[src/design/olid_pkg.sv]
package olid_pkg;

   typedef enum logic [1:0] {
      OP_INSERT   = 2'd0,
      OP_DELETE   = 2'd1,
      OP_TRAVERSE = 2'd2
   } op_type;

   typedef enum logic [2:0] {
      ST_INSERTED  = 3'd0,
      ST_FULL      = 3'd1,
      ST_DELETED   = 3'd2,
      ST_NOT_FOUND = 3'd3,
      ST_EMPTY     = 3'd4,
      ST_ENTRY     = 3'd5
   } status_type;

   typedef struct packed {
      logic [1:0]         operation;
      logic signed [31:0] value;
   } req_type;

   typedef struct packed {
      logic [2:0]         status;
      logic signed [31:0] item;
      logic               last;
   } rsp_type;

   // per-cell control, driven from the top level each cycle
   typedef struct packed {
      logic valid;   // cell holds a live entry
      logic tail;    // first free cell
      logic ins;     // insert transfer this cycle
      logic del;     // delete transfer this cycle
      logic rot;     // traverse step: rotate towards the head
      logic wrap;    // last live cell, takes the head value on rotate
   } cell_ctl_type;

endpackage

[src/design/ordered_list_insert_delete_top.sv]
// Channel   Ports                         Transfer
// request   start, busy, req_data         start high and busy low at the clock edge
// response  rsp_strobe, rsp_data          strobe high, carrying one result
//
// Insert, delete and the unused code leave busy low; insert and delete results appear
// in the cycle after the request is taken, and the unused code gives none.
// Traverse of a non-empty list holds busy while the cell row rotates each live entry
// through the head, and the next request is taken once busy falls again.
// Reset clears the occupancy count, the traverse flag and the strobe; cell contents
// are left as they are. The receiver cannot stall: results are never held.
module ordered_list_insert_delete_top
   import olid_pkg::*;
#(
   parameter int CAPACITY = 16
) (
   input  logic    clock,
   input  logic    reset,
   input  logic    start,
   output logic    busy,
   input  req_type req_data,
   output logic    rsp_strobe,
   output rsp_type rsp_data
);

   localparam int OCC_W = $clog2(CAPACITY + 1);
   localparam int IDX_W = $clog2(CAPACITY);
   localparam logic [OCC_W-1:0] CAP_OCC = OCC_W'(CAPACITY);

   logic [OCC_W-1:0]   occ_ff, occ_in;
   logic               trav_ff, trav_in;
   logic [IDX_W-1:0]   cnt_ff, cnt_in;
   logic               rsp_strobe_ff, rsp_strobe_in;
   rsp_type            rsp_data_ff, rsp_data_in;

   logic signed [31:0] cell_value [CAPACITY];
   logic               found [CAPACITY+1];
   cell_ctl_type       cell_ctl [CAPACITY];

   logic               accept;
   logic               is_full, is_empty, found_any, cnt_last;
   logic               do_ins, do_del;
   op_type             op;

   assign accept    = start && !busy;
   assign op        = op_type'(req_data.operation);
   assign is_full   = (occ_ff >= CAP_OCC);
   assign is_empty  = (occ_ff == '0);
   assign found_any = found[CAPACITY];
   assign cnt_last  = (OCC_W'(cnt_ff) == (occ_ff - OCC_W'(1)));
   assign do_ins    = accept && (op == OP_INSERT) && !is_full;
   assign do_del    = accept && (op == OP_DELETE);

   assign found[0] = 1'b0;

   for (genvar i = 0; i < CAPACITY; i++) begin : g_cell
      localparam logic [OCC_W-1:0] POS = OCC_W'(i);
      localparam int NXT = (i + 1) % CAPACITY;

      always_comb begin
         cell_ctl[i].valid = (POS < occ_ff);
         cell_ctl[i].tail  = (POS == occ_ff);
         cell_ctl[i].ins   = do_ins;
         cell_ctl[i].del   = do_del;
         cell_ctl[i].rot   = trav_ff;
         cell_ctl[i].wrap  = (POS == (occ_ff - OCC_W'(1)));
      end

      olid_cell u_cell (
         .clock      (clock),
         .ctl        (cell_ctl[i]),
         .key        (req_data.value),
         .next_value (cell_value[NXT]),
         .head_value (cell_value[0]),
         .found_in   (found[i]),
         .value      (cell_value[i]),
         .found_out  (found[i+1])
      );
   end

   always_comb begin
      rsp_strobe_in = 1'b0;
      rsp_data_in   = rsp_data_ff;
      if (trav_ff) begin
         rsp_strobe_in      = 1'b1;
         rsp_data_in.status = ST_ENTRY;
         rsp_data_in.item   = cell_value[0];
         rsp_data_in.last   = cnt_last;
      end else if (accept) begin
         rsp_data_in.item = req_data.value;
         rsp_data_in.last = 1'b1;
         unique case (op)
            OP_INSERT: begin
               rsp_strobe_in      = 1'b1;
               rsp_data_in.status = is_full ? ST_FULL : ST_INSERTED;
            end
            OP_DELETE: begin
               rsp_strobe_in = 1'b1;
               if (is_empty) begin
                  rsp_data_in.status = ST_EMPTY;
               end else begin
                  rsp_data_in.status = found_any ? ST_DELETED : ST_NOT_FOUND;
               end
            end
            OP_TRAVERSE: begin
               if (is_empty) begin
                  rsp_strobe_in      = 1'b1;
                  rsp_data_in.status = ST_EMPTY;
                  rsp_data_in.item   = '0;
               end
            end
            default: begin
               rsp_strobe_in = 1'b0;
            end
         endcase
      end
   end

   always_comb begin
      occ_in  = occ_ff;
      trav_in = trav_ff;
      cnt_in  = cnt_ff;
      if (do_ins) begin
         occ_in = occ_ff + OCC_W'(1);
      end else if (do_del && found_any) begin
         occ_in = occ_ff - OCC_W'(1);
      end
      if (trav_ff) begin
         // advance one entry per cycle, drop out after the last
         if (cnt_last) begin
            trav_in = 1'b0;
         end else begin
            cnt_in = cnt_ff + IDX_W'(1);
         end
      end else if (accept && (op == OP_TRAVERSE) && !is_empty) begin
         trav_in = 1'b1;
         cnt_in  = '0;
      end
   end

   always_ff @(posedge clock) begin
      if (reset) begin
         occ_ff        <= '0;
         trav_ff       <= 1'b0;
         cnt_ff        <= '0;
         rsp_strobe_ff <= 1'b0;
      end else begin
         occ_ff        <= occ_in;
         trav_ff       <= trav_in;
         cnt_ff        <= cnt_in;
         rsp_strobe_ff <= rsp_strobe_in;
      end
   end

   always_ff @(posedge clock) begin
      rsp_data_ff <= rsp_data_in;
   end

   assign busy       = trav_ff;
   assign rsp_strobe = rsp_strobe_ff;
   assign rsp_data   = rsp_data_ff;

   a_occ_bound: assert property (@(posedge clock) disable iff (reset)
      occ_ff <= CAP_OCC)
      else $error("occupancy above capacity");

   a_busy_nonempty: assert property (@(posedge clock) disable iff (reset)
      busy |-> occ_ff != '0)
      else $error("traverse running on an empty list");

   a_stream_gapless: assert property (@(posedge clock) disable iff (reset)
      (rsp_strobe && !rsp_data.last) |=> rsp_strobe)
      else $error("traverse stream broken before its last entry");

   a_insert_count: assert property (@(posedge clock) disable iff (reset)
      do_ins |=> occ_ff == $past(occ_ff) + OCC_W'(1))
      else $error("insert did not advance occupancy");

endmodule

[src/design/olid_cell.sv]
module olid_cell
   import olid_pkg::*;
(
   input  logic               clock,
   input  cell_ctl_type       ctl,
   input  logic signed [31:0] key,
   input  logic signed [31:0] next_value,
   input  logic signed [31:0] head_value,
   input  logic               found_in,
   output logic signed [31:0] value,
   output logic               found_out
);

   logic signed [31:0] value_ff;
   logic signed [31:0] value_in;
   logic               hit;

   assign hit       = ctl.valid && (value_ff == key);
   assign found_out = found_in || hit;
   assign value     = value_ff;

   always_comb begin
      value_in = value_ff;
      if (ctl.ins && ctl.tail) begin
         value_in = key;
      end else if (ctl.del && found_out) begin
         // close the gap left by the first match
         value_in = next_value;
      end else if (ctl.rot) begin
         value_in = ctl.wrap ? head_value : next_value;
      end
   end

   always_ff @(posedge clock) begin
      value_ff <= value_in;
   end

endmodule

[config.mk]
export PLATFORM = sky130hd
export DESIGN_NAME = ordered_list_insert_delete_top
export DESIGN_NICKNAME = d
export VERILOG_FILES = /design/src/design/olid_pkg.sv /design/src/design/ordered_list_insert_delete_top.sv /design/src/design/olid_cell.sv
export SDC_FILE = /design/constraint.sdc
export NUM_CORES = 2
export LEC_CHECK = 0
export ABC_AREA = 0
export BUFFER_PORTS_ARGS = -buffer_cell sky130_fd_sc_hd__buf_2
export CORE_MARGIN = 3
export CORE_UTILIZATION = 45
export DETAILED_ROUTE_END_ITERATION = 12
export PLACE_DENSITY = 0.66
export SLEW_MARGIN = 5
export SYNTH_ARGS = -nofsm -noshare
export SYNTH_HDL_FRONTEND = slang
export SYNTH_SLANG_ARGS = --single-unit
[constraint.sdc]
create_clock -name clock -period 6.5 [get_ports clock]
set_clock_uncertainty 0.2 [all_clocks]
set_input_delay 1.95 -clock clock [delete_from_list [all_inputs] [get_ports clock]]
set_output_delay 1.95 -clock clock [all_outputs]
set_load 0.02 [all_outputs]
After elaboration in Yosys (flattened, before gate mapping)
Cells that the tools add are included.

Logic and storage cells: 276. Register bits: 559. Output and inout bits: 38. Bits of input ports: 37.

Equal/unequal tests: 51. Reduce and logical (&&, ||, !) cells: 99. $add $sub $neg: 3. Muxes and demuxes: 83. $lt $le $gt $ge: 17.

Operator list (count): $mux 32 (64); $eq 32x32->1 (16); $eq 4x5->1 const A (15); $mux 33 (2); $logic_and 1x1->1 (54); $reduce_bool 3->1 (17); $eq 3x5->1 const A (8); $lt 4x5->1 const A (8); $mux 35 (1); $eq 2x5->1 const A (4); $lt 3x5->1 const A (4); $logic_or 1x1->1 (15); $mux 4 (3); $eq 1x5->1 const A (2); $logic_not 5->1 (2); $lt 1x5->1 const A (2); $lt 2x5->1 const A (2); $mux 5 (2); $pmux 3 s3 (1); $mux 1 (8); $reduce_bool 2->1 (3); $add 5x1->5 const B (1); $eq 4x5->1 (1); $ge 5x5->1 const B (1); other kinds (13) (17).

Logic depth before layout (Yosys ltp)
Word-level depth: 20. Depth in mapped cells: 14.

By module
From an unflattened synthesis, not the netlist that was laid out.

Cell total of the unflattened synthesis: 4180. Area, all modules: 37303.3 µm².

Modules (own cells, without submodules): olid_cell (area an instance 2155.8 µm², instances 16, seq. area each 960.9 µm², cells an instance 241); ordered_list_insert_delete_top (area an instance 2810.2 µm², instances 1, seq. area each 1271.2 µm², cells an instance 324).

Worst setup path after synthesis
OpenSTA, ideal clock, no wires.

Kind: in2reg. Start: input port req_data[21] in the netlist's numbering. End: register g_cell[13].u_cell.value_ff[0] (enable). Library setup time: 466 ps. Stages: 11. Data required time: 5834 ps. Arrival time: 6317 ps. Path slack: -483 ps. Path through: clkbuf_1 -> buf_4 -> xor2_1 -> nor4_1 -> nand3_1 -> or4_1 -> o311ai_0 -> nor3_1 -> clkbuf_1 -> clkbuf_1 -> o21ai_0.

Word-level cells in the longest chain between the ends: 17.

Ends and longest elaborated chain: start, declared (RTL line ordered_list_insert_delete_top.sv:20) `input req_type req_data,`; $eq 32x32->1 (RTL line olid_cell.sv:18) `assign hit = ctl.valid && (value_ff == key);`; $logic_and 1x1->1 (RTL line olid_cell.sv:18); $logic_or 1x1->1 (12 in a row) (RTL line olid_cell.sv:19) `assign found_out = found_in || hit;`; $logic_or 1x1->1 (*) (RTL line olid_cell.sv:19); $logic_and 1x1->1 (*) (RTL line olid_cell.sv:26) `end else if (ctl.del && found_out) begin`; $reduce_bool 3->1 (no line) (*); end signal, assigned (RTL line olid_cell.sv:35) `value_ff <= value_in;`; end, declared (RTL line olid_cell.sv:14) `logic signed [31:0] value_ff;`.

Every way passes the cells marked *; elsewhere a longest branch is shown, timed or not. A chain may end at the register's enable or synchronous reset.

Worst setup path in the final report
Start: input port req_data[26] in the netlist's numbering. End: register g_cell[15].u_cell.value_ff[21] (enable).

Word-level cells in the longest chain between the ends: 19.

Ends and longest elaborated chain (RTL line): $eq 32x32->1 (olid_cell.sv:18); $logic_and 1x1->1 (olid_cell.sv:18); $logic_or 1x1->1 (14 in a row) (olid_cell.sv:19); $logic_or 1x1->1 (*) (olid_cell.sv:19); $logic_and 1x1->1 (*) (olid_cell.sv:26); $reduce_bool 3->1 (no line) (*); end signal, assigned (olid_cell.sv:35); end, declared (olid_cell.sv:14).

Marks and branches as above.

==> qor.yml <==
outcome:
  status: "finished clean"
place:
  dp.cells: 4789
  routabilityCongestion: 0.9684
  place_area_um2: 39060
  port-buffer-count: 74
  dpl.hpwl_um: 97650
routing:
  drc: 0
  viasPerCell: 6.346
  drt_iter0_drc: 4218
  via_count: 31157
  avgRoutedWirePerCell_um: 29.63
  drt_wl_total_um: 145500
  drtAntennaViolNets: 0
  drtPass1Iterations: 9
power:
  powerDensity_nw_per_um2: 215.5
  ir_worst_vdd_mv: 0.1598
  leakagePower_nw: 13.86
hold_path:
  hold_end: "rsp_data[33]"
  hold_path_depth: 2
  min_from: "rsp_data[33]"
  hp-class: "reg2reg"
setup_path:
  rr_worst_depth: 12
  r2r_slack_ns: 1.79
  cp_max_fo: 32
  r2r-end: "g_cell[12].u_cell.value[22]"
  reg2reg_from: "occ_ff[4]"
  worstPathRequired_ns: 6.61
  crit_type: "in2reg"
  cp_data_arrival_time_ns: 5.72
  critPathCaptureType: "register"
  start_kind: "input pin"
grt:
  grt_pass1_wl_um: 207600
  overflow: 0
  track_usage: 0.3285
  grt_max_degree: 66
  antenna_found_initial: 3
  grt_pass1_vias: 28905
yosys:
  synthFlopType: "edfxtp_1"
  yosysWarnings: 0
  synth_cells: 3881
  netlist.area_leader.share: 0.4383
  synth-edff-count: 545
  syn_area_per_cell_um2: 9.621
  synthTopCellsByArea: "edfxtp_1 44%, xor2_1 9.9%, mux2i_1 9.5%"
  synth.distinct_cells: 64
  synthArstFlopShare: 0
  synth_area_leader_cell: "edfxtp_1"
  synth.net_count: 3929
  seq_area_frac_synth: 0.4458
  netlist_area_um2: 37340
  ys_ff_latch: 559
job:
  maxCapViolations: 0
layout:
  fill_cells: 7420
  fin_cells: 4910
  area_growth_pct: 10.65
  fin_nets: 3837
  mostFrequentLayoutCell: "nor2_1"
  layout_common_cells: "558 x nor2_1, 545 x edfxtp_1, 420 x xor2_1, 391 x a21oi_1, 354 x mux2i_1"
  fin_area_um2: 41320
  layout-drive-gt1-share: 0.1188
floorplanning:
  dieArea_um2: 86470
  die_y_um: 294.1
  coreArea_um2: 82110
  start_util: 0.4548
  row_count: 105
  io_pins: 75
  fp.dieW_um: 294.1
timing:
  maxSlewHeadroom: 0.1693
  min_period_ns: 5.618
  fmax_mhz: 178.0
  slew_violations: 0
  max_slew.worst_pin.slew_ns: 1.243
  period_share: 0.8642
  grt_setup_unrepaired: "false"
  setup_viol: 0
  hold_viol: 0
  final.setup.tns_ns: 0
clocking:
  cts_root_buffer: "clkbuf_16"
  cts_buffers: 68
  cts_resized: 0
  clk_pin_slew_ns: 0.06
  tritoncts: "built"
  h-tree-depth: 3
  post_cts_buffers: 0
  clock-sinks: 559
  cts_hold_buf: 0
  cts_buffer_depth: 3
  clk-insertion-delay-late_ns: 0.63
## cell usage after synthesis (all sizes together), types with 3 or more instances
| cell | n |
|---|---|
| nor2b | 13 |
| or3 | 10 |
| or2 | 4 |
| nand2 | 249 |
| nand4bb | 3 |
| nand4b | 7 |
| and3 | 7 |
| and2 | 11 |
| nor4b | 7 |
| inv | 9 |
| o311a | 34 |
| nand3 | 44 |
| a22o | 32 |
| dfxtp | 14 |
| mux2 | 66 |
| or3b | 10 |
| a21oi | 391 |
| nor2 | 565 |
| nand3b | 5 |
| buf | 168 |
| o21ai | 109 |
| a41oi | 3 |
| nor4 | 155 |
| nor3 | 91 |
| ha | 11 |
| or4 | 26 |
| nand2b | 4 |
| clkbuf | 240 |
| a31oi | 42 |
| mux2i | 354 |
| a2111oi | 3 |
| and4 | 4 |
| edfxtp | 545 |
| xor2 | 420 |
| nor3b | 37 |
| nand4 | 64 |
| xnor2 | 101 |
## power breakdown
part | total (mW) | switching [mW] | internal (mW)
clock network | 3.99 | 1.63 | 2.36
registers | 4.02 | 0.0345 | 3.99
logic | 0.900 | 0.647 | 0.253
total | 8.91 | 2.31 | 6.60
## how the worst max path moves through the flow
stage / startpoint / to / slack (ns) / cells after the start
2_1_floorplan: req_data[21] / g_cell[13].u_cell.value[0] / 0.38 / 11
3_3_place_gp: req_data[26] / g_cell[15].u_cell.value[21] / 0.37 / 10
3_5_place_dp: req_data[26] / g_cell[15].u_cell.value[21] / 0.35 / 10
4_1_cts: req_data[26] / g_cell[15].u_cell.value[21] / 1.01 / 10
5_1_grt: req_data[12] / g_cell[15].u_cell.value[21] / 0.90 / 10
6_report: req_data[26] / g_cell[15].u_cell.value[21] / 0.88 / 10
## cells by family after synthesis
family,after synthesis,share of synthesized area
DFF,559,0.4458
xor gates and xnor gates,521,0.1222
AOI/OAI and AO/OA,632,0.09620
adders and majority gates,11,0.003686
buffers and inverters,417,0.04932
muxes,420,0.1148
and+or+nand+nor,1321,0.1680
## flip-flops by register name, indices dropped and copies added, names as in the netlist
signal and flops:
busy 1, cnt_ff 4, g_cell.u_cell.value 512, occ_ff 5, rsp_data 36, rsp_strobe 1
## layer usage
metal,routed length (µm),vias to the layer above,track usage
met5,46,-,0
met3,16630,453,0.07872
met4,8754,6,0.1726
met1,56480,14885,0.4353
met2,63550,2065,0.4997
li1,-,13748,-
## stage by stage
| stage | power, mW | worst slack [ns] | hold WS, ns | utilization |
|---|---|---|---|---|
| CTS | 8.895 | 1.012 | 0.3098 | 0.5031 |
| global placement | 4.956 | 0.3670 | 0.2877 | 0.4757 |
| finish | 8.906 | 0.8824 | 0.3069 | 0.5032 |
| detailed placement | 4.957 | 0.3544 | 0.2962 | 0.4757 |
| global route | 9.090 | 0.8978 | 0.3655 | 0.5032 |
| floorplan | 4.596 | 0.3831 | 0.3304 | - |
## cell type report
class / instances / area [µm²] / area share
antenna: 1 / 2.502 / 0.00006057
clock buffer: 83 / 1789 / 0.04331
clock inverter: 37 / 460.4 / 0.01114
inverter: 9 / 33.78 / 0.0008177
multi-input combinational: 2905 / 19020 / 0.4603
sequential: 559 / 16650 / 0.4029
tap: 1070 / 1339 / 0.03240
timing repair buffer: 246 / 2024 / 0.04900
## critical path: stages
cell and delay (ns):
buf_2 0.60, buf_4 0.48, xnor2_1 0.18, nand4_1 0.18, nor4_1 0.64, nand4_1 0.14, or4_1 0.69, and2_1 0.35
o21ai_4 0.19, buf_12 0.24
Note: power is estimated with default switching activity, not from simulation.
